**src/rtl/core/mmsn_pkg.sv**
```systemverilog
`timescale 1ns / 1ps
// ----------------------------------------------------------------------------
// mmsn_pkg: shared types and constants of the min/max sample normaliser
// Sample and result widths, divider sizing and the divider status bundle.
// ----------------------------------------------------------------------------
package mmsn_pkg;

  // Width of a PCM sample, of the running min/max and of the Q1.15 result.
  localparam int SAMPLE_W = 16;
  // Width of the index field of a read transfer.
  localparam int INDEX_W  = 10;
  // Quotient of the scaling divide: at most 65536, so one bit over a sample.
  localparam int QUOT_W   = SAMPLE_W + 1;
  // One quotient bit per divider step.
  localparam int DIV_STEPS = QUOT_W;
  localparam int STEP_W    = $clog2(DIV_STEPS);

  typedef logic signed [SAMPLE_W-1:0] sample_t;
  typedef logic        [SAMPLE_W-1:0] range_t;
  typedef logic        [QUOT_W-1:0]   quot_t;

  // Operation codes of an input transfer.
  localparam logic OP_APPEND = 1'b0;
  localparam logic OP_READ   = 1'b1;

  // Status returned by the serial divider.
  typedef struct packed {
    logic busy;
    logic done;
  } div_status_t;

endpackage

```
**src/rtl/core/mmsn_divider.sv**
```systemverilog
`timescale 1ns / 1ps
// ----------------------------------------------------------------------------
// mmsn_divider: bit-serial restoring divider for the Q1.15 scaling
// Computes floor((off * 2^17 + d) / (2 * d)), one quotient bit per cycle.
// ----------------------------------------------------------------------------
module mmsn_divider (
  input  logic                  clk,
  input  logic                  rst,
  input  logic                  start,
  input  mmsn_pkg::range_t      off,
  input  mmsn_pkg::range_t      d,
  output mmsn_pkg::div_status_t status,
  output mmsn_pkg::quot_t       quot
);

  localparam int W = mmsn_pkg::QUOT_W;

  // The partial remainder always stays below the divisor 2*d, so W bits hold it.
  logic [W-1:0]                  rem;
  logic [W-1:0]                  divisor;
  // Low dividend bits still to be brought down; these are simply d.
  logic [W-1:0]                  bits;
  logic [mmsn_pkg::STEP_W-1:0]   step;

  logic [W:0] shifted;
  logic [W:0] diff;
  logic       fits;

  assign shifted = {rem, bits[W-1]};
  assign diff    = shifted - {1'b0, divisor};
  assign fits    = (shifted >= {1'b0, divisor});

  always_ff @(posedge clk) begin
    if (rst) begin
      status <= '0;
    end else begin
      status.done <= 1'b0;
      if (start) begin
        rem         <= {1'b0, off};
        divisor     <= {d, 1'b0};
        bits        <= {1'b0, d};
        quot        <= '0;
        step        <= mmsn_pkg::STEP_W'(mmsn_pkg::DIV_STEPS - 1);
        status.busy <= 1'b1;
      end else if (status.busy) begin
        rem  <= fits ? diff[W-1:0] : shifted[W-1:0];
        quot <= {quot[W-2:0], fits};
        bits <= {bits[W-2:0], 1'b0};
        step <= step - 1'b1;
        if (step == '0) begin
          status.busy <= 1'b0;
          status.done <= 1'b1;
        end
      end
    end
  end

endmodule

```
**config.mk**
```make
export PLATFORM = sky130hd
export DESIGN_NAME = mmsn_divider
export DESIGN_NICKNAME = d
export VERILOG_FILES = /design/src/rtl/core/mmsn_pkg.sv /design/src/rtl/core/mmsn_divider.sv
export SDC_FILE = /design/constraint.sdc
export NUM_CORES = 1
export LEC_CHECK = 0
export BUFFER_PORTS_ARGS = -buffer_cell sky130_fd_sc_hd__buf_2
export CORE_MARGIN = 3
export CORE_UTILIZATION = 50
export DETAILED_ROUTE_END_ITERATION = 8
export GPL_ROUTABILITY_DRIVEN = 0
export PLACE_DENSITY = 0.71
export REMOVE_ABC_BUFFERS = 1
export SETUP_SLACK_MARGIN = 0.5
export SYNTH_ARGS = -nofsm -noshare
export SYNTH_HDL_FRONTEND = slang
export SYNTH_SLANG_ARGS = --single-unit
export TNS_END_PERCENT = 20
```
**constraint.sdc**
```tcl
create_clock -name clk -period 10.35 [get_ports clk]
set_clock_uncertainty 0.2 [all_clocks]
set_input_delay 2.07 -clock clk [delete_from_list [all_inputs] [get_ports clk]]
set_output_delay 2.07 -clock clk [all_outputs]
set_load 0.005 [all_outputs]
```
==> results.txt, run 1 <==
In the final timing run, aggregate negative setup slack is 0 ps. The area added between synthesis and finish is 14.2%. In this run the worst hold path is classified as flip-flop to flip-flop.

The setup slack of the most critical reg-to-reg path came out at 7290 ps. The first-pass detailed-route iteration total is 4. The post-cts hold buffer count is 0. After detailed routing, the number of vias per cell comes to 5.57. The flip-flop and latch count after synthesis is 74. Synthesis produced 342 cells. The flow ran to the end, and the final reports show no timing, DRC or antenna violations.

The number of gates resized after CTS was 0. The register clock-pin slew on the reported worst setup and hold paths is 80 ps. The vertical extent of the die is 95.6 um.

The initial antenna violation count is 0. The number of buffers inserted by port buffering is 53. Summed over all instances, the cell type with the most area after synthesis is sky130_fd_sc_hd__edfxtp_1.

In the final routed layout, each cell accounts on average for 16.6 um. Timing would allow up to 222 MHz. STA classifies the critical path endpoint as a flip-flop. The final antenna diode count came out at 0. The commonest cells after synthesis are sky130_fd_sc_hd__edfxtp_1, sky130_fd_sc_hd__nor2_1, sky130_fd_sc_hd__inv_1, sky130_fd_sc_hd__ha_1, sky130_fd_sc_hd__nor2b_1. The worst-case headroom to the max-slew limit came out at 25.2%. By instance count, the leading cell after synthesis is sky130_fd_sc_hd__edfxtp_1. After synthesis, the netlist uses 55 different library cells. The required time reported for the critical path endpoint came out at 10190 ps.

The final layout contains 447 nets. The number of warnings printed during yosys synthesis came out at 0. The type of origin of the critical path is an input port. The maximum clock insertion buffer count is 2. The number of pins with negative max-slew slack in the final report was 0. Post-CTS timing repair inserted 0 buffers for setup. The wire-length estimate of the detail-placed layout is 5800 um. The later-pin clock latency in the skew report is 350 ps.

The most used flip-flop cell after synthesis is sky130_fd_sc_hd__edfxtp_1. In this run the horizontal extent of the chip is 95.6 um. The areal power density over the cells is 170 mW/mm^2. In the routed design, unresolved DRC markers number 0. The leakage power summed over all cells is 1.82 nW. Across the run, the number of max-cap violations was 0. The overflow left after global routing came out at 0. The final total power came out at 0.780 mW. In the final layout, the multi-input gates occupy 0.00165 sq mm. The shortest clock period the worst path allows after layout came out at 4510 ps. The number of clock buffers added by TritonCTS is 9.

The critical path data arrival time is 4350 ps. The global-route usage over all layers is 18.8%. The layout has 663 filler cells.

A synthesized cell averages 11.7 sq um. The number of H-tree branching levels came out at 3. The final count of negative-setup-slack endpoints came out at 0. The number of flops mapped to enable cells by yosys came out at 72. The total length of routed wires came out at 8300 um. Setup repair after global routing left no endpoint under its margin. The largest driver fanout on the critical path came out at 55. The via count of the first global-routing pass is 2650. Clock tree synthesis selected as its root buffer the cell sky130_fd_sc_hd__clkbuf_8.

The hold violation count in the final report came out at 0. Clock tree synthesis found a total of 74 sinks. The transition at the pin with the smallest max-transition slack came out at 1120 ps. Ranked by total cell area, the synthesized netlist is headed by sky130_fd_sc_hd__edfxtp_1, sky130_fd_sc_hd__ha_1, sky130_fd_sc_hd__mux2_2. The first-pass GRT wire length came out at 13000 um. The largest voltage drop on the vdd net came out at 0.000101 V. The initial core utilization is 51.7%.

In this run the biggest area consumer among cell types represents 53.9% of the synthesized area. The pin count of the biggest net entering global routing came out at 56. The fraction of final layout cells sized beyond drive strength 1 is 24.4%. The total area inside the core boundary comes to 0.00777 sq mm. The total number of placement rows came out at 32. The total vias in the final route is 2787. The number of ports placed on the die boundary came out at 54. The register area came out at 0.00220 sq mm. The die covers 0.00914 sq mm. The async set-or-reset flop fraction in the synthesized netlist is 0%.

The violation count after the first detailed-route iteration came out at 191. The critical path is of the input port to flip-flop type. The cell area that synthesis handed to floorplanning was 0.00401 sq mm. Once detail routing completed, the nets flagged for antenna violations numbered 0. The register area share after synthesis is 54.9%. The TritonCTS clock tree is built. The portion of the clock cycle consumed by the worst path in the final layout is 43.6%.
## worst max-delay path: stages
cell and delay (ps):
sky130_fd_sc_hd__buf_2 80, sky130_fd_sc_hd__buf_4 470, sky130_fd_sc_hd__clkinv_1 780, sky130_fd_sc_hd__nor2_1 640, sky130_fd_sc_hd__buf_4 290
## metal layers
metal / GRT usage (%) / share of wire, % / routed length, um
met1: 26.8 / 45 / 3760
met2: 28.4 / 47 / 3870
met5: 0 / 0 / 0
met4: 7.23 / 1.3 / 108
met3: 3.39 / 6.8 / 561
## cell usage in the layout, fill, tap and decap left out, drive strengths merged, types with 3 or more instances in the layout
master,instances
a211oi,4
clkinv,3
a41oi,5
nand2,12
nor2b,17
clkbuf,10
a21oi,12
and2,9
o31ai,3
xor2,3
inv,25
o211ai,6
nor3,7
nor2,26
o21ai,16
buf,56
ha,18
a31oi,8
xnor2,9
mux2,16
nand3,10
edfxtp,72
and3,6
a21o,10
## cell type report
cell class | count | area share (%)
clock buffer | 10 | 2.78
clock inverter | 6 | 1.97
multi-input combinational | 227 | 36.1
inverter | 25 | 2.05
sequential | 74 | 48.0
tap | 102 | 2.78
timing repair buffer | 56 | 6.28
## metrics by stage
stage	area [sq um]	setup WS (ps)	cells	util, %	hold WS, ps
4_1_cts	4580	5870	500	59.0	326
3_3_place_gp	4370	5550	484	56.2	317
5_1_grt	4580	5660	500	59.0	326
2_1_floorplan	3940	5200	326	-	290
6_report	4580	5840	500	59.0	331
3_5_place_dp	4370	5500	484	56.2	300
## final timing paths
check / from / end / cells past startpoint
worst max-delay path: start / divisor[7] / 5
worst min-delay path: status[1] / status[0] / 1
worst max register to register: rem[7] / rem[16] / 7
worst min register to register: status[1] / status[0] / 1
## where the power goes
group          total, mW  internal [mW]  switching, mW  leakage, nW
combinational      0.164         0.0698         0.0937         1.01
clock              0.249          0.137          0.112        0.107
sequential         0.367          0.357         0.0102        0.705
total              0.780          0.564          0.216         1.82
## flip-flops by register name, summed over array words and instances, names as in the netlist
signal and cells:
step 5, status 2, divisor 16, rem 17, quot 17, bits 17
## cells by family (layout without fill, tap and decap cells)
group | Yosys count | count (layout) | share of synthesized area, %
compound gates | 81 | 81 | 14.8
xor+xnor | 12 | 12 | 2.62
mux | 18 | 18 | 4.99
buf+inv | 41 | 97 | 4.08
flops | 74 | 74 | 54.9
simple gates | 97 | 97 | 12.5
fa+ha+maj | 19 | 19 | 6.11
Note: power is estimated with default switching activity, not from simulation.
==> run 2, diff against run 1 <==
Settings changed: ABC_AREA from default to 1, PLACE_DENSITY 0.71 to 0.73.
Clock period 10.35 ns to 3.9 ns, I/O delays scaled along.
==> run 2 against run 1 <==
Effect of this change:
- synthesized cell count up 42%
- hold slack worse by 19 ps
- via count up 16%
- worst setup slack worse by 4500 ps
- critical endpoint is now rem[16]
- largest power group unchanged
==> results.txt, run 2 <==
The net switching power figure is 0.604 mW. The tightest min-delay check is of the flip-flop to flip-flop type. The post-route worst setup slack is 1310 ps.

The maximum clock insertion buffer count came out at 2. Per report_power, the clock group accounts for 36.0% of the total. The total die area is 0.00968 sq mm. Sorting the synthesized cells by area gives the leading types as sky130_fd_sc_hd__edfxtp_1, sky130_fd_sc_hd__nand2_1, sky130_fd_sc_hd__inv_1. In the final layout, the share of cells above drive strength 1 is 19.6%. The routed wirelength normalized by instance count came out at 13.1 um. The filler cells instantiated in the layout total 743.

The area fraction of the dominant cell type after synthesis came out at 50.7%. The number of sinks on the clock net came out at 74. Grouping stages by cell kind, the critical path spends the most delay in simple AND/OR/NAND/NOR gates. The number of ports placed on the die boundary came out at 54. The largest registers in the layout are bits x17, quot x17, rem x17. The count of nets left with antenna violations once routing finished came out at 0.

For this design the ratio of total power to cell area is 450 mW/mm^2. The top cell types in the final layout, fill and taps aside, are sky130_fd_sc_hd__nand2_1, sky130_fd_sc_hd__inv_1, sky130_fd_sc_hd__edfxtp_1, sky130_fd_sc_hd__buf_2, sky130_fd_sc_hd__nor2_1. The relative contribution of sequential cells to total power is 44.0%.

The internal power of the cells came out at 1.60 mW. The async set-or-reset flop fraction in the synthesized netlist is 0%. The total length of routed wires is 8550 um. The worst setup path is of the flip-flop to flip-flop kind. The hold-critical path depth is 2.

The pin count of the biggest net entering global routing is 58. The TritonCTS clock tree is built. After clock tree synthesis, the setup repair step added 0 buffers.

Timing would allow up to 386 MHz. The leakage power summed over all cells is 2.40 nW. The transition at the pin with the smallest max-transition slack came out at 741 ps.

The most common cell after layout, fill and taps aside is sky130_fd_sc_hd__nand2_1. For the worst flop-to-flop path, the logic depth is 11. The synthesized design contains 74 register bits. The final count of negative-setup-slack endpoints is 0. The initial antenna violation count is 0. The most critical setup path has its startpoint at rem[12]. The flow ran to the end, and the final reports show no timing, DRC or antenna violations.

The combinational group share of total power came out at 20.1%. The placed wire-length estimate is 5780 um. The setup TNS is 0 ps. The via count of the first global-routing pass came out at 3345. The first-pass GRT wire length came out at 14900 um.

The number of pins with negative max-slew slack in the final report came out at 0. The vertical extent of the die came out at 98.4 um. The endpoint type of the worst setup path is a flip-flop. Counting distinct cell types in the post-synthesis netlist gives 32.

For this run, the number of Yosys warnings is 0. The top flip-flop cell by instance count after synthesis is sky130_fd_sc_hd__edfxtp_1. The violation count after the first detailed-route iteration came out at 172.

The dominant cell type by area after synthesis is sky130_fd_sc_hd__edfxtp_1. The critical path data arrival time came out at 2500 ps. The routed layout has 3232 vias. The global-route usage over all layers is 19.1%.

The portion of the clock cycle consumed by the worst path in the final layout came out at 66.4%. Setup repair after global routing left no endpoint under its margin. Sequential cells were found to cover 51.6% of the synthesized design area. The number of gates resized after CTS was 0. The startpoint identified for the worst hold timing path is bits[8]. The library cell contributing the largest single delay on the critical path is sky130_fd_sc_hd__nor2_4. Clock tree synthesis inserted a total of 9 buffers. In this run the critical register-to-register path is captured at rem[16]. The number of max-cap violations is 0. The shortest clock period the worst path allows after layout came out at 2590 ps. The required time reported for the critical path endpoint is 3810 ps.

The number of H-tree branching levels came out at 3. The launch instance of the worst register-to-register path is rem[12]. The combined area of all synthesized cells came out at 0.00427 sq mm.

For this design, the CTS-stage hold fixing added 0 buffers. The vias per cell came out at 4.96. The initialized floorplan defines 33 standard-cell rows. Measured against its own limit, the worst slew margin works out to 50.6%. Together, buffers and inverters on the worst path number 1. Prior to clock tree synthesis, the placed netlist has a worst setup slack of 1350 ps. VDD sags by at most 0.000276 V. The most used standard cell by instance count after synthesis is sky130_fd_sc_hd__nand2_1.

Ranked by instance count, the synthesized netlist is headed by sky130_fd_sc_hd__nand2_1, sky130_fd_sc_hd__inv_1, sky130_fd_sc_hd__edfxtp_1, sky130_fd_sc_hd__nor2_1, sky130_fd_sc_hd__nand3_1. The switching power share of the total is 27.4%. The synthesized area per cell came out at 8.80 sq um. The root buffer cell chosen for the clock tree is sky130_fd_sc_hd__clkbuf_8. The final total power came out at 2.20 mW. Traced cell by cell, the critical path runs through ha_1 -> nand2_2 -> inv_2 -> nand2_1 -> nand2_1 -> nand3_1 -> nand2_2 -> nor2_4 -> nand2_8 -> o21ai_0 -> nor2_1. The number of flops mapped to enable cells by yosys came out at 72. The hold violation count in the final report is 0. The setup slack of the most critical reg-to-reg path came out at 1310 ps. After the last flow step, the layout net total stands at 595.

Along the worst path, the maximum fanout reaches 17. Synthesis produced 485 cells. The floorplan step set the die width to 98.4 um. The remaining design rule violation count is 0.

Input and output buffers added on the ports amount to 53. The first-pass detailed-route iteration total came out at 4. The initial core utilization is 51.7%. The area of the core came out at 0.00826 sq mm.

The overflow left after global routing is 0. The terminating pin of the worst hold path is bits[9]. The largest stage delay on the critical path came out at 430 ps.

The worst setup path is launched from a flip-flop. The number of antenna diodes in the final layout is 0. Clock latency on the worst-skew pair, taken at its later pin, is 350 ps. The area added between synthesis and finish came out at 14.8%. The register clock-pin slew on the reported worst setup and hold paths is 80 ps.
==> run 2: logic make-up (layout without fill, tap and decap cells) <==
| family | Yosys count | after routing | synth area share [%] |
|---|---|---|---|
| DFF | 74 | 74 | 51.6 |
| and+or+nand+nor | 268 | 268 | 29.4 |
| buffers and inverters | 96 | 157 | 9.09 |
| AOI/OAI and AO/OA | 19 | 19 | 2.29 |
| xor gates and xnor gates | 9 | 9 | 1.85 |
| adders and majority gates | 19 | 19 | 5.75 |
==> run 2: worst max path at each step <==
stage	end	depth (start not counted)	slack, ps
after floorplan	status[1]	4	-740
after global placement	rem[16]	11	1450
after detailed placement	rem[16]	11	1350
after CTS	rem[16]	11	1310
after global routing	rem[16]	9	1100
final	rem[16]	11	1310
==> run 2: metrics by stage <==
stage                     instance area (sq um)  util [%]  hold slack (ps)  std cells
after global routing                       4900      59.3              337        651
after CTS                                  4900      59.3              313        651
after detailed placement                   4630      56.1              302        635
after global placement                     4630      56.1              288        635
final                                      4900      59.3              312        651
after floorplan                            4200         -              252        473
==> run 2: worst reg2reg max path: stages (launching register included) <==
cell	delay [ps]
sky130_fd_sc_hd__edfxtp_1	420
sky130_fd_sc_hd__ha_1	380
sky130_fd_sc_hd__nand2_2	130
sky130_fd_sc_hd__inv_2	50
sky130_fd_sc_hd__nand2_1	60
sky130_fd_sc_hd__nand2_1	60
sky130_fd_sc_hd__nand3_1	80
sky130_fd_sc_hd__nand2_2	60
sky130_fd_sc_hd__nor2_4	430
sky130_fd_sc_hd__nand2_8	200
sky130_fd_sc_hd__o21ai_0	210
sky130_fd_sc_hd__nor2_1	60
==> run 2: metal layers <==
layer  global-route usage, %  share of wire, %
met1                    23.8                44
met5                       0                 0
met3                    6.00               5.5
met4                    7.77               2.1
met2                    30.9                48
==> run 2: power groups by stage <==
stage          clock network, mW  registers (mW)  logic (mW)
2_1_floorplan                  0           0.985       0.324
3_3_place_gp                   0           0.984       0.430
3_5_place_dp                   0           0.986       0.441
4_1_cts                    0.803           0.969       0.445
5_1_grt                    0.837           0.976       0.508
6_report                   0.793           0.969       0.442
==> run 2: area by class of cell <==
type / instances / area (sq um) / share of cell area (%)
multi-input cells: 315 / 1690 / 34.5
inverters: 84 / 315 / 6.44
well taps: 105 / 131 / 2.68
repair buffers: 57 / 295 / 6.03
clock buffers: 9 / 124 / 2.53
flip-flops and latches: 74 / 2200 / 45.0
clock inverters: 7 / 141 / 2.89
